**config.mk**
```make
export PLATFORM = sky130hd
export DESIGN_NAME = i2c_master_checksum_transaction
export DESIGN_NICKNAME = d
export VERILOG_FILES = /design/src/hw/rtl/i2cmc_pkg.sv /design/src/hw/rtl/i2cmc_ram.sv /design/src/hw/rtl/i2cmc_ctrl.sv /design/src/hw/rtl/i2c_master_checksum_transaction.sv
export VERILOG_INCLUDE_DIRS = /design/src /design/src/hw/rtl
export SDC_FILE = /design/constraint.sdc
export NUM_CORES = 1
export LEC_CHECK = 0
export CORE_MARGIN = 2
export CORE_UTILIZATION = 60
export CTS_CLUSTER_SIZE = 40
export DETAILED_ROUTE_END_ITERATION = 8
export DONT_BUFFER_PORTS = 1
export PLACE_DENSITY = 0.77
export SYNTH_ARGS = -nofsm -noshare
export SYNTH_HDL_FRONTEND = slang
export SYNTH_SLANG_ARGS = --single-unit
```
**constraint.sdc**
```tcl
create_clock -name i_clk -period 5.1 [get_ports i_clk]
set_clock_uncertainty 0.15 [all_clocks]
set_input_delay 0.51 -clock i_clk [delete_from_list [all_inputs] [get_ports i_clk]]
set_output_delay 0.51 -clock i_clk [all_outputs]
set_load 0.05 [all_outputs]
```
**src/hw/rtl/i2c_master_checksum_transaction_assert.svh**
```systemverilog
// ----------------------------------------------------------------------------
// I2C master checksum transaction assertion macros
// Shared concurrent assertion forms for the transaction controller.
// ----------------------------------------------------------------------------
`ifndef I2C_MASTER_CHECKSUM_TRANSACTION_ASSERT_SVH
`define I2C_MASTER_CHECKSUM_TRANSACTION_ASSERT_SVH

// The consequent must hold in the same cycle as the antecedent.
`define I2CMC_ASSERT_NOW(label, clk, rst_n, ante, cons) \
    label: assert property (@(posedge clk) disable iff (!(rst_n)) (ante) |-> (cons)) \
        else $error("i2cmc assertion failed");

// The consequent must hold in the cycle after the antecedent.
`define I2CMC_ASSERT_NEXT(label, clk, rst_n, ante, cons) \
    label: assert property (@(posedge clk) disable iff (!(rst_n)) (ante) |=> (cons)) \
        else $error("i2cmc assertion failed");

`endif

```
**src/hw/rtl/i2cmc_pkg.sv**
```systemverilog
// ----------------------------------------------------------------------------
// I2C master checksum transaction package
// Types and fixed constants shared by the transaction controller modules.
// ----------------------------------------------------------------------------
package i2cmc_pkg;

    localparam int unsigned BYTE_W  = 8;
    localparam int unsigned IDX_W   = 4;
    localparam int unsigned COUNT_W = 5;
    localparam int unsigned READ_BIT = 0;

    typedef enum logic [2:0] {
        OP_START = 3'd0,
        OP_LOAD  = 3'd1,
        OP_EVENT = 3'd2,
        OP_READ  = 3'd3,
        OP_MODE  = 3'd4
    } t_opcode;

    typedef enum logic [2:0] {
        PH_IDLE  = 3'd0,
        PH_ADDR  = 3'd1,
        PH_SEND  = 3'd2,
        PH_SSUM  = 3'd3,
        PH_RECV  = 3'd4,
        PH_RSUM  = 3'd5,
        PH_CB    = 3'd6,
        PH_SLAVE = 3'd7
    } t_phase;

    typedef enum logic [2:0] {
        ACT_NONE = 3'd0,
        ACT_TX   = 3'd1,
        ACT_RX   = 3'd2,
        ACT_ACK  = 3'd3,
        ACT_NACK = 3'd4
    } t_action;

    typedef enum logic [1:0] {
        ERR_NONE = 2'd0,
        ERR_SUM  = 2'd1,
        ERR_NACK = 2'd2
    } t_err;

    typedef struct packed {
        t_opcode              opcode;
        logic [BYTE_W-1:0]    target_address;
        logic [COUNT_W-1:0]   byte_count;
        logic [IDX_W-1:0]     buffer_index;
        logic [BYTE_W-1:0]    byte_value;
        logic                 rx_ready;
        logic [BYTE_W-1:0]    rx_byte;
        logic                 byte_nacked;
        logic                 master_mode;
    } t_cmd;

    typedef struct packed {
        t_action              bus_action;
        logic [BYTE_W-1:0]    tx_byte;
        logic                 callback_request;
        t_err                 error_code;
        t_phase               phase;
        logic [BYTE_W-1:0]    read_value;
        logic                 slave_mode;
    } t_result;

endpackage

```
**src/hw/rtl/i2cmc_ram.sv**
```systemverilog
// ----------------------------------------------------------------------------
// I2C master checksum transaction buffer RAM
// Generic single write port, single read port RAM with registered read data.
// ----------------------------------------------------------------------------
module i2cmc_ram #(
    parameter int unsigned WIDTH = 8,
    parameter int unsigned DEPTH = 16
) (
    input  logic                                    i_clk,
    input  logic                                    i_wr_en,
    input  logic [((DEPTH > 1) ? $clog2(DEPTH) : 1)-1:0] i_wr_addr,
    input  logic [WIDTH-1:0]                        i_wr_data,
    input  logic                                    i_rd_en,
    input  logic [((DEPTH > 1) ? $clog2(DEPTH) : 1)-1:0] i_rd_addr,
    output logic [WIDTH-1:0]                        o_rd_data
);

    logic [WIDTH-1:0] r_mem [DEPTH];
    logic [WIDTH-1:0] r_rd_data;

    always_ff @(posedge i_clk) begin
        if (i_wr_en) begin
            r_mem[i_wr_addr] <= i_wr_data;
        end
        if (i_rd_en) begin
            r_rd_data <= r_mem[i_rd_addr];
        end
    end

    assign o_rd_data = r_rd_data;

endmodule

```
**src/hw/rtl/i2cmc_ctrl.sv**
```systemverilog
// ----------------------------------------------------------------------------
// I2C master checksum transaction sequencer
// Message state, checksum and phase machine; forms one result per word.
// ----------------------------------------------------------------------------
module i2cmc_ctrl #(
    parameter int unsigned MSG_BYTES = 16
) (
    input  logic                                    i_clk,
    input  logic                                    i_rst_n,
    input  logic                                    i_fire,
    input  i2cmc_pkg::t_cmd                         i_cmd,
    input  logic [i2cmc_pkg::BYTE_W-1:0]            i_buf_data,
    output i2cmc_pkg::t_result                      o_result,
    output logic [$clog2(MSG_BYTES+1)-1:0]          o_next_position,
    output logic                                    o_wr_en,
    output logic [((MSG_BYTES > 1) ? $clog2(MSG_BYTES) : 1)-1:0] o_wr_addr,
    output logic [i2cmc_pkg::BYTE_W-1:0]            o_wr_data
);

    localparam int unsigned LW = $clog2(MSG_BYTES + 1);
    localparam int unsigned AW = (MSG_BYTES > 1) ? $clog2(MSG_BYTES) : 1;

    i2cmc_pkg::t_phase              r_phase,    n_phase;
    logic [LW-1:0]                  r_position, n_position;
    logic [i2cmc_pkg::BYTE_W-1:0]   r_sum,      n_sum;
    logic [i2cmc_pkg::BYTE_W-1:0]   r_address,  n_address;
    logic [LW-1:0]                  r_length,   n_length;
    i2cmc_pkg::t_err                r_error,    n_error;
    logic                           r_slave,    n_slave;

    logic [i2cmc_pkg::BYTE_W-1:0]   w_neg_sum;
    logic [LW:0]                    w_pos_inc;
    logic                           w_last;
    logic                           w_idx_ok;
    logic [LW-1:0]                  w_count;

    assign w_neg_sum = {i2cmc_pkg::BYTE_W{1'b0}} - r_sum;
    assign w_pos_inc = {1'b0, r_position} + (LW+1)'(1);
    assign w_last    = w_pos_inc >= {1'b0, r_length};
    assign w_idx_ok  = 32'(i_cmd.buffer_index) < MSG_BYTES;

    always_comb begin
        if (i_cmd.byte_count == '0) begin
            w_count = LW'(1);
        end else if (32'(i_cmd.byte_count) > MSG_BYTES) begin
            w_count = LW'(MSG_BYTES);
        end else begin
            w_count = LW'(i_cmd.byte_count);
        end
    end

    // Next state.
    always_comb begin
        n_phase    = r_phase;
        n_position = r_position;
        n_sum      = r_sum;
        n_address  = r_address;
        n_length   = r_length;
        n_error    = r_error;
        n_slave    = r_slave;
        if (i_fire) begin
            case (i_cmd.opcode)
                i2cmc_pkg::OP_START: begin
                    if (!r_slave) begin
                        n_address  = i_cmd.target_address;
                        n_length   = w_count;
                        n_position = '0;
                        n_sum      = '0;
                        n_error    = i2cmc_pkg::ERR_NONE;
                        n_phase    = i2cmc_pkg::PH_ADDR;
                    end
                end
                i2cmc_pkg::OP_EVENT: begin
                    case (r_phase)
                        i2cmc_pkg::PH_ADDR: begin
                            n_phase = r_address[i2cmc_pkg::READ_BIT] ?
                                      i2cmc_pkg::PH_RECV : i2cmc_pkg::PH_SEND;
                        end
                        i2cmc_pkg::PH_SEND: begin
                            n_sum      = r_sum + i_buf_data;
                            n_position = LW'(w_pos_inc);
                            if (w_last) begin
                                n_phase = i2cmc_pkg::PH_SSUM;
                            end
                        end
                        i2cmc_pkg::PH_SSUM: begin
                            n_sum   = w_neg_sum;
                            n_phase = i2cmc_pkg::PH_CB;
                        end
                        i2cmc_pkg::PH_RECV: begin
                            if (i_cmd.rx_ready) begin
                                n_sum      = r_sum + i_cmd.rx_byte;
                                n_position = LW'(w_pos_inc);
                                if (w_last) begin
                                    n_phase = i2cmc_pkg::PH_RSUM;
                                end
                            end
                        end
                        i2cmc_pkg::PH_RSUM: begin
                            if (i_cmd.rx_ready) begin
                                n_sum   = w_neg_sum;
                                n_phase = i2cmc_pkg::PH_CB;
                                n_error = (i_cmd.rx_byte == w_neg_sum) ?
                                          i2cmc_pkg::ERR_NONE : i2cmc_pkg::ERR_SUM;
                            end
                        end
                        i2cmc_pkg::PH_CB: begin
                            if (i_cmd.byte_nacked) begin
                                n_error = i2cmc_pkg::ERR_NACK;
                            end
                        end
                        default: begin
                        end
                    endcase
                end
                i2cmc_pkg::OP_MODE: begin
                    n_slave = !i_cmd.master_mode;
                    n_phase = i_cmd.master_mode ? i2cmc_pkg::PH_IDLE : i2cmc_pkg::PH_SLAVE;
                end
                default: begin
                end
            endcase
        end
    end

    // Outputs.
    always_comb begin
        o_result                  = '0;
        o_result.bus_action       = i2cmc_pkg::ACT_NONE;
        o_result.error_code       = n_error;
        o_result.phase            = n_phase;
        o_result.slave_mode       = n_slave;
        o_wr_en                   = 1'b0;
        o_wr_addr                 = AW'(i_cmd.buffer_index);
        o_wr_data                 = i_cmd.byte_value;
        case (i_cmd.opcode)
            i2cmc_pkg::OP_LOAD: begin
                o_wr_en = i_fire && w_idx_ok;
            end
            i2cmc_pkg::OP_EVENT: begin
                case (r_phase)
                    i2cmc_pkg::PH_ADDR: begin
                        o_result.bus_action = i2cmc_pkg::ACT_TX;
                        o_result.tx_byte    = r_address;
                    end
                    i2cmc_pkg::PH_SEND: begin
                        o_result.bus_action = i2cmc_pkg::ACT_TX;
                        o_result.tx_byte    = i_buf_data;
                    end
                    i2cmc_pkg::PH_SSUM: begin
                        o_result.bus_action = i2cmc_pkg::ACT_TX;
                        o_result.tx_byte    = w_neg_sum;
                    end
                    i2cmc_pkg::PH_RECV: begin
                        if (i_cmd.rx_ready) begin
                            o_result.bus_action = i2cmc_pkg::ACT_ACK;
                            o_wr_en             = i_fire;
                            o_wr_addr           = AW'(r_position);
                            o_wr_data           = i_cmd.rx_byte;
                        end else begin
                            o_result.bus_action = i2cmc_pkg::ACT_RX;
                        end
                    end
                    i2cmc_pkg::PH_RSUM: begin
                        o_result.bus_action = i_cmd.rx_ready ?
                                              i2cmc_pkg::ACT_NACK : i2cmc_pkg::ACT_RX;
                    end
                    i2cmc_pkg::PH_CB: begin
                        o_result.callback_request = 1'b1;
                    end
                    default: begin
                    end
                endcase
            end
            i2cmc_pkg::OP_READ: begin
                o_result.read_value = w_idx_ok ? i_buf_data : '0;
            end
            default: begin
            end
        endcase
    end

    assign o_next_position = n_position;

    always_ff @(posedge i_clk) begin
        if (!i_rst_n) begin
            r_phase    <= i2cmc_pkg::PH_SLAVE;
            r_position <= '0;
            r_sum      <= '0;
            r_address  <= '0;
            r_length   <= LW'(1);
            r_error    <= i2cmc_pkg::ERR_NONE;
            r_slave    <= 1'b1;
        end else begin
            r_phase    <= n_phase;
            r_position <= n_position;
            r_sum      <= n_sum;
            r_address  <= n_address;
            r_length   <= n_length;
            r_error    <= n_error;
            r_slave    <= n_slave;
        end
    end

endmodule

```
**src/hw/rtl/i2c_master_checksum_transaction.sv**
```systemverilog
// ----------------------------------------------------------------------------
// I2C master checksum transaction controller
// Sequences one I2C master message with a trailing byte checksum.
// ----------------------------------------------------------------------------
// Each input word is a command: start a message, load or read a buffer byte,
// report a bus event, or select master or slave mode. Every command gives
// exactly one result word carrying the bus action, the byte to send, the
// callback request, the error code, the phase and any buffer read value.
// The input channel uses i_valid and o_stall, the output channel o_valid
// and i_stall; a word moves when valid is high and stall is low.
// A command is registered on acceptance together with the buffer read it
// needs, and its result is registered in the result register when the
// command fires, which waits while the receiver stalls a held result word.
// o_valid rises once the result register is loaded. A new command is taken
// in every cycle while o_stall is low, one word per cycle sustained while
// the receiver does not stall.
// Reset starts the block in slave mode with an empty pipeline and holds
// o_stall high; the message buffer holds no defined data until loaded. While
// the receiver stalls, the result register holds its word and one further
// command may wait in the command register; only then does o_stall rise.
// ----------------------------------------------------------------------------
`include "i2c_master_checksum_transaction_assert.svh"

module i2c_master_checksum_transaction #(
    parameter int unsigned MSG_BYTES = 16
) (
    input  logic                                i_clk,
    input  logic                                i_rst_n,
    input  logic                                i_valid,
    output logic                                o_stall,
    input  logic [2:0]                          i_opcode,
    input  logic [i2cmc_pkg::BYTE_W-1:0]        i_target_address,
    input  logic [i2cmc_pkg::COUNT_W-1:0]       i_byte_count,
    input  logic [i2cmc_pkg::IDX_W-1:0]         i_buffer_index,
    input  logic [i2cmc_pkg::BYTE_W-1:0]        i_byte_value,
    input  logic                                i_rx_ready,
    input  logic [i2cmc_pkg::BYTE_W-1:0]        i_rx_byte,
    input  logic                                i_byte_nacked,
    input  logic                                i_master_mode,
    output logic                                o_valid,
    input  logic                                i_stall,
    output logic [2:0]                          o_bus_action,
    output logic [i2cmc_pkg::BYTE_W-1:0]        o_tx_byte,
    output logic                                o_callback_request,
    output logic [1:0]                          o_error_code,
    output logic [2:0]                          o_phase,
    output logic [i2cmc_pkg::BYTE_W-1:0]        o_read_value,
    output logic                                o_slave_mode
);

    localparam int unsigned LW = $clog2(MSG_BYTES + 1);
    localparam int unsigned AW = (MSG_BYTES > 1) ? $clog2(MSG_BYTES) : 1;

    logic                           r_cmd_valid;
    i2cmc_pkg::t_cmd                r_cmd;
    logic                           r_out_valid;
    i2cmc_pkg::t_result             r_result;
    logic                           r_fwd_hit;
    logic [i2cmc_pkg::BYTE_W-1:0]   r_fwd_data;

    logic                           w_accept;
    logic                           w_fire;
    i2cmc_pkg::t_cmd                w_cmd_in;
    i2cmc_pkg::t_result             w_result;
    logic [LW-1:0]                  w_next_position;
    logic                           w_wr_en;
    logic [AW-1:0]                  w_wr_addr;
    logic [i2cmc_pkg::BYTE_W-1:0]   w_wr_data;
    logic [AW-1:0]                  w_rd_addr;
    logic [i2cmc_pkg::BYTE_W-1:0]   w_ram_data;
    logic [i2cmc_pkg::BYTE_W-1:0]   w_buf_data;

    assign w_fire   = r_cmd_valid && (!r_out_valid || !i_stall);
    assign o_stall  = !i_rst_n || (r_cmd_valid && r_out_valid && i_stall);
    assign w_accept = i_valid && !o_stall;

    always_comb begin
        w_cmd_in.opcode         = i2cmc_pkg::t_opcode'(i_opcode);
        w_cmd_in.target_address = i_target_address;
        w_cmd_in.byte_count     = i_byte_count;
        w_cmd_in.buffer_index   = i_buffer_index;
        w_cmd_in.byte_value     = i_byte_value;
        w_cmd_in.rx_ready       = i_rx_ready;
        w_cmd_in.rx_byte        = i_rx_byte;
        w_cmd_in.byte_nacked    = i_byte_nacked;
        w_cmd_in.master_mode    = i_master_mode;
    end

    // A read op addresses its slot; anything else pre-fetches the byte at the
    // position the message will have once the word ahead has been processed.
    assign w_rd_addr = (w_cmd_in.opcode == i2cmc_pkg::OP_READ) ?
                       AW'(i_buffer_index) : AW'(w_next_position);

    i2cmc_ram #(
        .WIDTH (i2cmc_pkg::BYTE_W),
        .DEPTH (MSG_BYTES)
    ) u_buffer (
        .i_clk     (i_clk),
        .i_wr_en   (w_wr_en),
        .i_wr_addr (w_wr_addr),
        .i_wr_data (w_wr_data),
        .i_rd_en   (w_accept),
        .i_rd_addr (w_rd_addr),
        .o_rd_data (w_ram_data)
    );

    assign w_buf_data = r_fwd_hit ? r_fwd_data : w_ram_data;

    i2cmc_ctrl #(
        .MSG_BYTES (MSG_BYTES)
    ) u_ctrl (
        .i_clk           (i_clk),
        .i_rst_n         (i_rst_n),
        .i_fire          (w_fire),
        .i_cmd           (r_cmd),
        .i_buf_data      (w_buf_data),
        .o_result        (w_result),
        .o_next_position (w_next_position),
        .o_wr_en         (w_wr_en),
        .o_wr_addr       (w_wr_addr),
        .o_wr_data       (w_wr_data)
    );

    always_ff @(posedge i_clk) begin
        if (!i_rst_n) begin
            r_cmd_valid <= 1'b0;
            r_out_valid <= 1'b0;
            r_fwd_hit   <= 1'b0;
        end else begin
            if (w_accept) begin
                r_cmd_valid <= 1'b1;
                r_fwd_hit   <= w_wr_en && (w_wr_addr == w_rd_addr);
            end else if (w_fire) begin
                r_cmd_valid <= 1'b0;
            end
            if (w_fire) begin
                r_out_valid <= 1'b1;
            end else if (!i_stall) begin
                r_out_valid <= 1'b0;
            end
        end
    end

    always_ff @(posedge i_clk) begin
        if (w_accept) begin
            r_cmd      <= w_cmd_in;
            r_fwd_data <= w_wr_data;
        end
        if (w_fire) begin
            r_result <= w_result;
        end
    end

    assign o_valid            = r_out_valid;
    assign o_bus_action       = r_result.bus_action;
    assign o_tx_byte          = r_result.tx_byte;
    assign o_callback_request = r_result.callback_request;
    assign o_error_code       = r_result.error_code;
    assign o_phase            = r_result.phase;
    assign o_read_value       = r_result.read_value;
    assign o_slave_mode       = r_result.slave_mode;

    `I2CMC_ASSERT_NOW(a_slave_phase, i_clk, i_rst_n, o_valid,
        ((o_phase == i2cmc_pkg::PH_SLAVE) == o_slave_mode))
    `I2CMC_ASSERT_NOW(a_tx_only_on_send, i_clk, i_rst_n,
        o_valid && (o_bus_action != i2cmc_pkg::ACT_TX), (o_tx_byte == '0))
    `I2CMC_ASSERT_NOW(a_callback_phase, i_clk, i_rst_n, o_valid && o_callback_request,
        (o_phase == i2cmc_pkg::PH_CB) && (o_bus_action == i2cmc_pkg::ACT_NONE))
    `I2CMC_ASSERT_NEXT(a_result_follows, i_clk, i_rst_n, w_fire, o_valid)

endmodule
```
==> PnR_summary.wiki, run 1 <==
{| class="wikitable"
! Metric !! Value
|-
| FFs w/ async S/R, synth || 0%
|-
| Combined global-route utilization of all metal layers || between 20% and 30%
|-
| MaxCap Viol Count || 0
|-
| Distinct cell type count of the synthesized netlist || 61
|-
| Initial antenna violation count || 1
|-
| Max Clock Freq || roughly 240 MHz
|-
| Total clock sinks || 244
|-
| Cell type with the largest total area after synthesis || edfxtp_1
|-
| Hold Path Stages || 2
|-
| Post-CTS sizing || 0
|-
| Clock latency on the worst-skew pair || roughly 0.52 ns
|-
| Final worst-path cycle share || between 80% and 90%
|-
| Number of buffers on the longest clock path || 3
|-
| I/O Buffers || 0
|-
| Area share of xor/xnor cells in the synthesized design || 2.06%
|-
| Synthesized area || between 10000 and 15000 µm²
|-
| Register-to-register path setup slack || 0.96 ns
|-
| Num CTS Buffers || 25
|-
| Detailed placement HPWL || around 17 mm
|-
| Net Count, Synth || 941
|-
| Via count || around 7.3k
|-
| Fraction of the mapped netlist area in adder cells || between 1.5 and 2%
|-
| Core Box Area || between 15000 and 20000 µm²
|-
| Clock Pin Slew Worst Setup and Hold Paths || 0.06 ns
|-
| Largest cells by area after synthesis || edfxtp_1, dfxtp_1, o211ai_1
|-
| Hold Crit Endpoint || r_cmd_valid
|-
| Top-Level Pins || 71
|-
| Growth of design area from synthesis to finish || 11.8%
|-
| Element type at the critical path end || register
|-
| Critical Path Start Type || register
|-
| Final Max Slew Viols || 0
|-
| Utilization after layout || between 60 and 70%
|-
| Worst stage delay on the critical path || ~1 ns
|-
| Deepest level of the CTS H-tree || 1
|-
| Pin count of the biggest net entering global routing || roughly 60
|-
| Die Y-Extent || 140 µm
|-
| DRC viols || 0
|-
| Final Power || 4.12 mW
|-
| Proportion of synthesized area in mux cells || 6.56%
|-
| Proportion of layout cells with a drive suffix above 1 || 13.0%
|-
| CP max-delay cell || nor3_1
|-
| Worst min-delay path class || in2reg
|-
| Normalized max-slew margin || 15.4%
|-
| Die outline area || slightly below 20000 µm²
|-
| Required time of the critical path || a little over 5 ns
|-
| Number of vias per cell || between 6 and 7
|-
| Synthesized-area fraction occupied by ao, oa, aoi and oai cells || approximately an eighth
|-
| Cell family with the largest share of critical-path delay || simple AND/OR/NAND/NOR gates
|-
| Post-Place Cell Area || 11200 µm²
|-
| Top fanout value on the critical path || 22
|-
| Capture instance of the worst register-to-register path || u_buffer.r_mem[13][0]
|-
| Total number of yosys warnings || 0
|-
| Via count of the first global-routing pass || 7190
|-
| Wire length after detailed routing || approximately 26 mm
|-
| Routability cong. || just over 0.9
|-
| Worst slew pin tran || approximately 1.3 ns
|-
| First-pass GRT wire length || between 40 and 50 mm
|-
| Final worst path period need || slightly above 4 ns
|-
| RR Startpoint || r_cmd[38]
|-
| Synth Instances || between 800 and 900
|-
| Final Hold Viols || 0
|-
| Maximum VDD drop || between 0.3 and 0.4 mV
|-
| Count of inserted antenna diode cells || 0
|-
| Simple-gate portion of the synthesized area || under 10%
|-
| Final-report setup violation count || 0
|-
| Status || completed
|-
| Share of synthesized area occupied by flip-flops and latches || roughly 63%
|-
| Placed instance count || roughly 1.1k
|-
| Non-filler cells, final || 1155
|-
| Combinational family with the most area after synthesis || compound AO/OA/AOI/OAI gates
|-
| Leftover overflow at the end of global routing || 0
|-
| TritonCTS clock tree || done
|-
| Setup TNS Final || 0 ns
|-
| Yosys reg bits || between 200 and 250
|-
| Crit path buffers/inverters || 0
|-
| Unrepaired setup endpoints after global routing || false
|-
| Cell chain of the critical path || or3b_1 > or2_2 > a21oi_1 > o21ai_0 > nor3_1
|-
| Post-cts hold buffer count || 42
|-
| 1st-pass router iterations || 5
|-
| HP Start || i_stall
|-
| Most used flip-flop cell after synthesis || edfxtp_1
|-
| Avg Cell Area, Syn || between 10 and 15 µm²
|-
| Post-CTS Setup Inserts || 0
|-
| Power density over the cells || 333 nW/µm²
|-
| Final antenna-violating net count || 0
|-
| WL per Instance || ~22 µm
|-
| Number of standard-cell rows in the floorplan || 49
|-
| Horizontal die dimension || ~140 µm
|-
| Commonest cells after routing, fill and taps aside || edfxtp_1, o211ai_1, nor2_1
|-
| Top-area cell type share of the netlist area || ~57%
|-
| Master cell of the clock root buffer || clkbuf_16
|-
| Worst reg-to-reg path cell count || 5
|-
| Total non-filler cell area in the finished layout || about 12000 µm²
|-
| Fin nets || around 970
|-
| CP arrival || between 4 and 5 ns
|-
| Leakage || around 4.2 nW
|-
| Starting Density || 61.4%
|-
| Type of the worst setup path || reg2reg
|-
| Initial drt markers || between 800 and 900
|-
| Number of flops mapped to enable cells by yosys || 209
|-
| Most common cell after layout, fill and taps aside || edfxtp_1
|}
==> flip-flops by register name (all words and copies together) (netlist names), 2 cells and up <==
signal	count
u_buffer.r_mem	128
r_cmd	39
o_read_value	8
o_tx_byte	8
r_fwd_data	8
u_buffer.o_rd_data	8
u_ctrl.r_address	8
u_ctrl.r_sum	8
u_ctrl.r_length	5
u_ctrl.r_position	5
o_bus_action	3
o_phase	3
u_ctrl.r_phase	3
o_error_code	2
u_ctrl.r_error	2
==> cells in the mapped netlist, types with 4 or more instances <==
master	number
a21o_1	4
mux2_2	44
dfxtp_1	35
nor3_1	19
inv_1	49
o211ai_2	4
or2_2	4
a21oi_1	50
or3_1	4
and2_1	5
o21ai_0	19
nand2b_1	7
nand4_1	11
edfxtp_1	209
nor2b_1	6
nor2_1	77
buf_2	4
o211ai_1	92
xnor2_1	17
buf_6	7
nand2_1	51
xor2_1	9
clkbuf_1	43
nand3b_1	6
o21a_1	4
buf_1	7
mux2i_1	17
nor3b_1	6
nand3_1	10
ha_1	14
mux2_4	4
==> metrics by stage <==
| stage | worst slack, ns | hold WS (ns) |
|---|---|---|
| after floorplan | 0.644 | 0.282 |
| after global placement | 1.08 | 0.295 |
| after detailed placement | 0.989 | 0.301 |
| after CTS | 1.03 | 0.0349 |
| after global routing | 0.724 | 0.0548 |
| final | 0.962 | 0.0651 |
==> power breakdown <==
part           internal (mW)  total (mW)  switching, mW
logic                 0.0851       0.221          0.136
registers               2.20        2.24         0.0476
clock network          0.908        1.66          0.749
==> per-layer routing <==
| metal | up-vias | GRT usage [%] | part of all wire, % |
|---|---|---|---|
| met2 | 326 | 44.0 | 48 |
| met1 | 3571 | 36.9 | 42 |
| met4 | 2 | 8.05 | 3.2 |
| met3 | 54 | 3.68 | 6.4 |
| li1 | 3348 | - | - |
| met5 | - | 0 | 0.042 |
==> worst max path at each step <==
stage | from | to | slack (ns) | cells after the start
final | r_cmd[38] | u_buffer.r_mem[13][0] | 0.96 | 5
after global routing | r_cmd[38] | u_buffer.r_mem[13][2] | 0.72 | 5
after CTS | r_cmd[38] | u_buffer.r_mem[13][0] | 1.03 | 5
after detailed placement | r_cmd[38] | u_buffer.r_mem[15][5] | 0.99 | 5
after global placement | o_valid | u_buffer.o_rd_data[0] | 1.08 | 7
after floorplan | i_rst_n | r_fwd_hit | 0.64 | 6
==> cell type report <==
cell class / instances / area (µm²)
Inverter: 49 / 184
Sequential cell: 244 / 6980
Fill cell: 1267 / 5660
Multi-Input combinational cell: 529 / 3630
Tap cell: 229 / 287
Clock inverter: 17 / 103
Timing Repair Buffer: 58 / 541
Clock buffer: 29 / 641
==> logic make-up (layout without fill, tap and decap cells) <==
group | after synthesis | after routing
compound gates | 203 | 203
mux | 65 | 65
flops | 244 | 244
fa+ha+maj | 15 | 15
xor+xnor | 26 | 26
simple gates | 220 | 220
buf+inv | 110 | 153
Power figures use the tool's default switching activity.
==> inputs of run 2 (changes only) <==
==> constraint.sdc (replaced) <==
create_clock -name i_clk -period 4.3 [get_ports i_clk]
set_clock_uncertainty 0.15 [all_clocks]
set_input_delay 0.43 -clock i_clk [delete_from_list [all_inputs] [get_ports i_clk]]
set_output_delay 0.43 -clock i_clk [all_outputs]
set_load 0.05 [all_outputs]
==> run 2 against run 1 <==
  * Sequential cell count stayed put
  * Count of clock-buffer cells in the layout increased by 7
  * Sequential share of layout area is 0.74 points lower
  * Fmax is 9.2% higher
  * Sequential power increased by 19%
  * Critical path depth increased by 1
  * Setup slack worse by 0.45 ns
  * Largest cell class unchanged
  * Largest power group unchanged
==> PnR_summary.wiki, run 2 (synthesized netlist as in run 1, its figures left out) <==
{| class="wikitable"
! Metric !! Value
|-
| I/O Buffers || 0
|-
| Utilization after layout || 69.5%
|-
| Unrepaired setup endpoints after global routing || false
|-
| Leftover overflow at the end of global routing || 0
|-
| Final Power || a little over 5 mW
|-
| Largest register by flop count || u_buffer.r_mem
|-
| Master cell of the clock root buffer || clkbuf_16
|-
| Die outline area || about 20000 µm²
|-
| Required time of the critical path || 4.30 ns
|-
| Growth of design area from synthesis to finish || 13.3%
|-
| HP Start || u_ctrl.r_length[4]
|-
| Leakage || 4.32 nW
|-
| Deepest level of the CTS H-tree || 1
|-
| Die Y-Extent || roughly 140 µm
|-
| Max FFs per register || 128
|-
| Horizontal die dimension || approximately 140 µm
|-
| Power density over the cells || ~410 nW/µm²
|-
| Max Clock Freq || 264 MHz
|-
| Post-CTS Setup Inserts || 0
|-
| Normalized max-slew margin || between 20 and 30%
|-
| WL per Instance || 23.3 µm
|-
| Critical Path Start Type || register
|-
| Register-to-register path setup slack || 0.51 ns
|-
| Setup TNS Final || 0 ns
|-
| Number of buffers on the longest clock path || 3
|-
| DRC viols || 0
|-
| Commonest cells after routing, fill and taps aside || edfxtp_1, o211ai_1, nor2_1
|-
| Via count of the first global-routing pass || around 7k
|-
| Final worst-path cycle share || around nine tenths
|-
| Clock latency on the worst-skew pair || approximately 0.53 ns
|-
| CP Launch Point || r_cmd[38]
|-
| Top-Level Pins || 71
|-
| Final antenna-violating net count || 0
|-
| Total non-filler cell area in the finished layout || approximately 13000 µm²
|-
| Post-CTS sizing || 0
|-
| TritonCTS clock tree || done
|-
| First-pass GRT wire length || just over 40 mm
|-
| Total clock sinks || between 200 and 250
|-
| Element type at the critical path end || register
|-
| Via count || between 7k and 8k
|-
| Initial drt markers || around 730
|-
| Proportion of layout cells with a drive suffix above 1 || 13.3%
|-
| Initial antenna violation count || 0
|-
| Num CTS Buffers || 26
|-
| Final-report setup violation count || 0
|-
| Worst slew pin tran || about 1.1 ns
|-
| Hold Crit Endpoint || u_ctrl.r_length[4]
|-
| Final Max Slew Viols || 0
|-
| Fin nets || 971
|-
| Type of the worst setup path || reg2reg
|-
| Final Hold Viols || 0
|-
| Maximum VDD drop || 0.372 mV
|-
| Number of standard-cell rows in the floorplan || 49
|-
| Status || completed
|-
| RR Startpoint || r_cmd[38]
|-
| Largest regs || u_buffer.r_mem: 128 flops, r_cmd: 39 flops
|-
| MaxCap Viol Count || 0
|-
| Worst hold margin || 0.310 ns
|-
| Worst reg-to-reg path cell count || 6
|-
| Hold Path Stages || 2
|-
| Pin count of the biggest net entering global routing || 36
|-
| Post-cts hold buffer count || 42
|-
| Final worst path period need || between 3 and 4 ns
|-
| CP arrival || ~3.8 ns
|-
| Filler Cells Inserted || approximately 1.2k
|-
| 1st-pass router iterations || 6
|-
| Post-Place Cell Area || approximately 11000 µm²
|-
| Worst min-delay path class || reg2reg
|-
| Detailed placement HPWL || about 18 mm
|-
| Number of vias per cell || 6.36
|-
| Most common cell after layout, fill and taps aside || edfxtp_1
|-
| Starting Density || 61.4%
|-
| Wire length after detailed routing || about 27 mm
|-
| Combined global-route utilization of all metal layers || between 20% and 30%
|-
| Routability cong. || between 0.9 and 1
|-
| Top fanout value on the critical path || 22
|-
| Count of inserted antenna diode cells || 0
|-
| Core Box Area || between 15000 and 20000 µm²
|-
| Capture instance of the worst register-to-register path || u_buffer.r_mem[4][7]
|-
| Clock Pin Slew Worst Setup and Hold Paths || 0.07 ns
|}
## run 2: changes by cell type in the layout (fill, tap and decap cells not counted), sizes merged
cell      before  now
inv           51   50
bufinv         0    2
buf           16   21
clkinvlp       5    1
clkbuf        29   36
clkinv        10    8
## run 2: routing by layer
metal	part of all wire [%]	track usage (%)
met1	40	36.6
met2	49	46.4
met3	7.2	4.34
met4	3.6	10.6
met5	0	0
## run 2: final cells by class
class / instances / area, µm² / share of cell area, %
Timing Repair Buffer: 63 / 603 / 4.81
Clock inverter: 12 / 115 / 0.919
Clock buffer: 36 / 739 / 5.90
Tap cell: 229 / 287 / 2.29
Sequential cell: 244 / 6980 / 55.7
Multi-Input combinational cell: 529 / 3620 / 28.9
Inverter: 49 / 184 / 1.47
## run 2: worst max-delay path, cell delays in order, from the launching register on
cell,delay [ns]
edfxtp_1,0.50
or3b_1,0.40
buf_4,0.19
or2_2,0.53
mux2i_1,0.75
nand2b_1,0.27
nor2_1,0.61
## run 2: metrics by stage
step | cells | worst slack (ns)
2_1_floorplan | 883 | 0.877
3_3_place_gp | 1072 | 0.655
3_5_place_dp | 1072 | 0.565
4_1_cts | 1162 | 0.561
5_1_grt | 1162 | 0.336
6_report | 1162 | 0.512
## run 2: how the worst max path moves through the flow
stage,endpoint,cells after the start
detailed placement,u_buffer.r_mem[1][7],6
global route,u_buffer.r_mem[3][0],6
CTS,u_buffer.r_mem[1][7],6
global placement,u_buffer.r_mem[4][3],6
floorplan,u_buffer.o_rd_data[5],12
finish,u_buffer.r_mem[4][7],6
## run 2: power by group
group | leakage (nW) | internal, mW | total [mW] | switching, mW
clock network | 0.420 | 1.32 | 2.21 | 0.889
logic | 1.70 | 0.105 | 0.274 | 0.169
registers | 2.20 | 2.61 | 2.66 | 0.0568
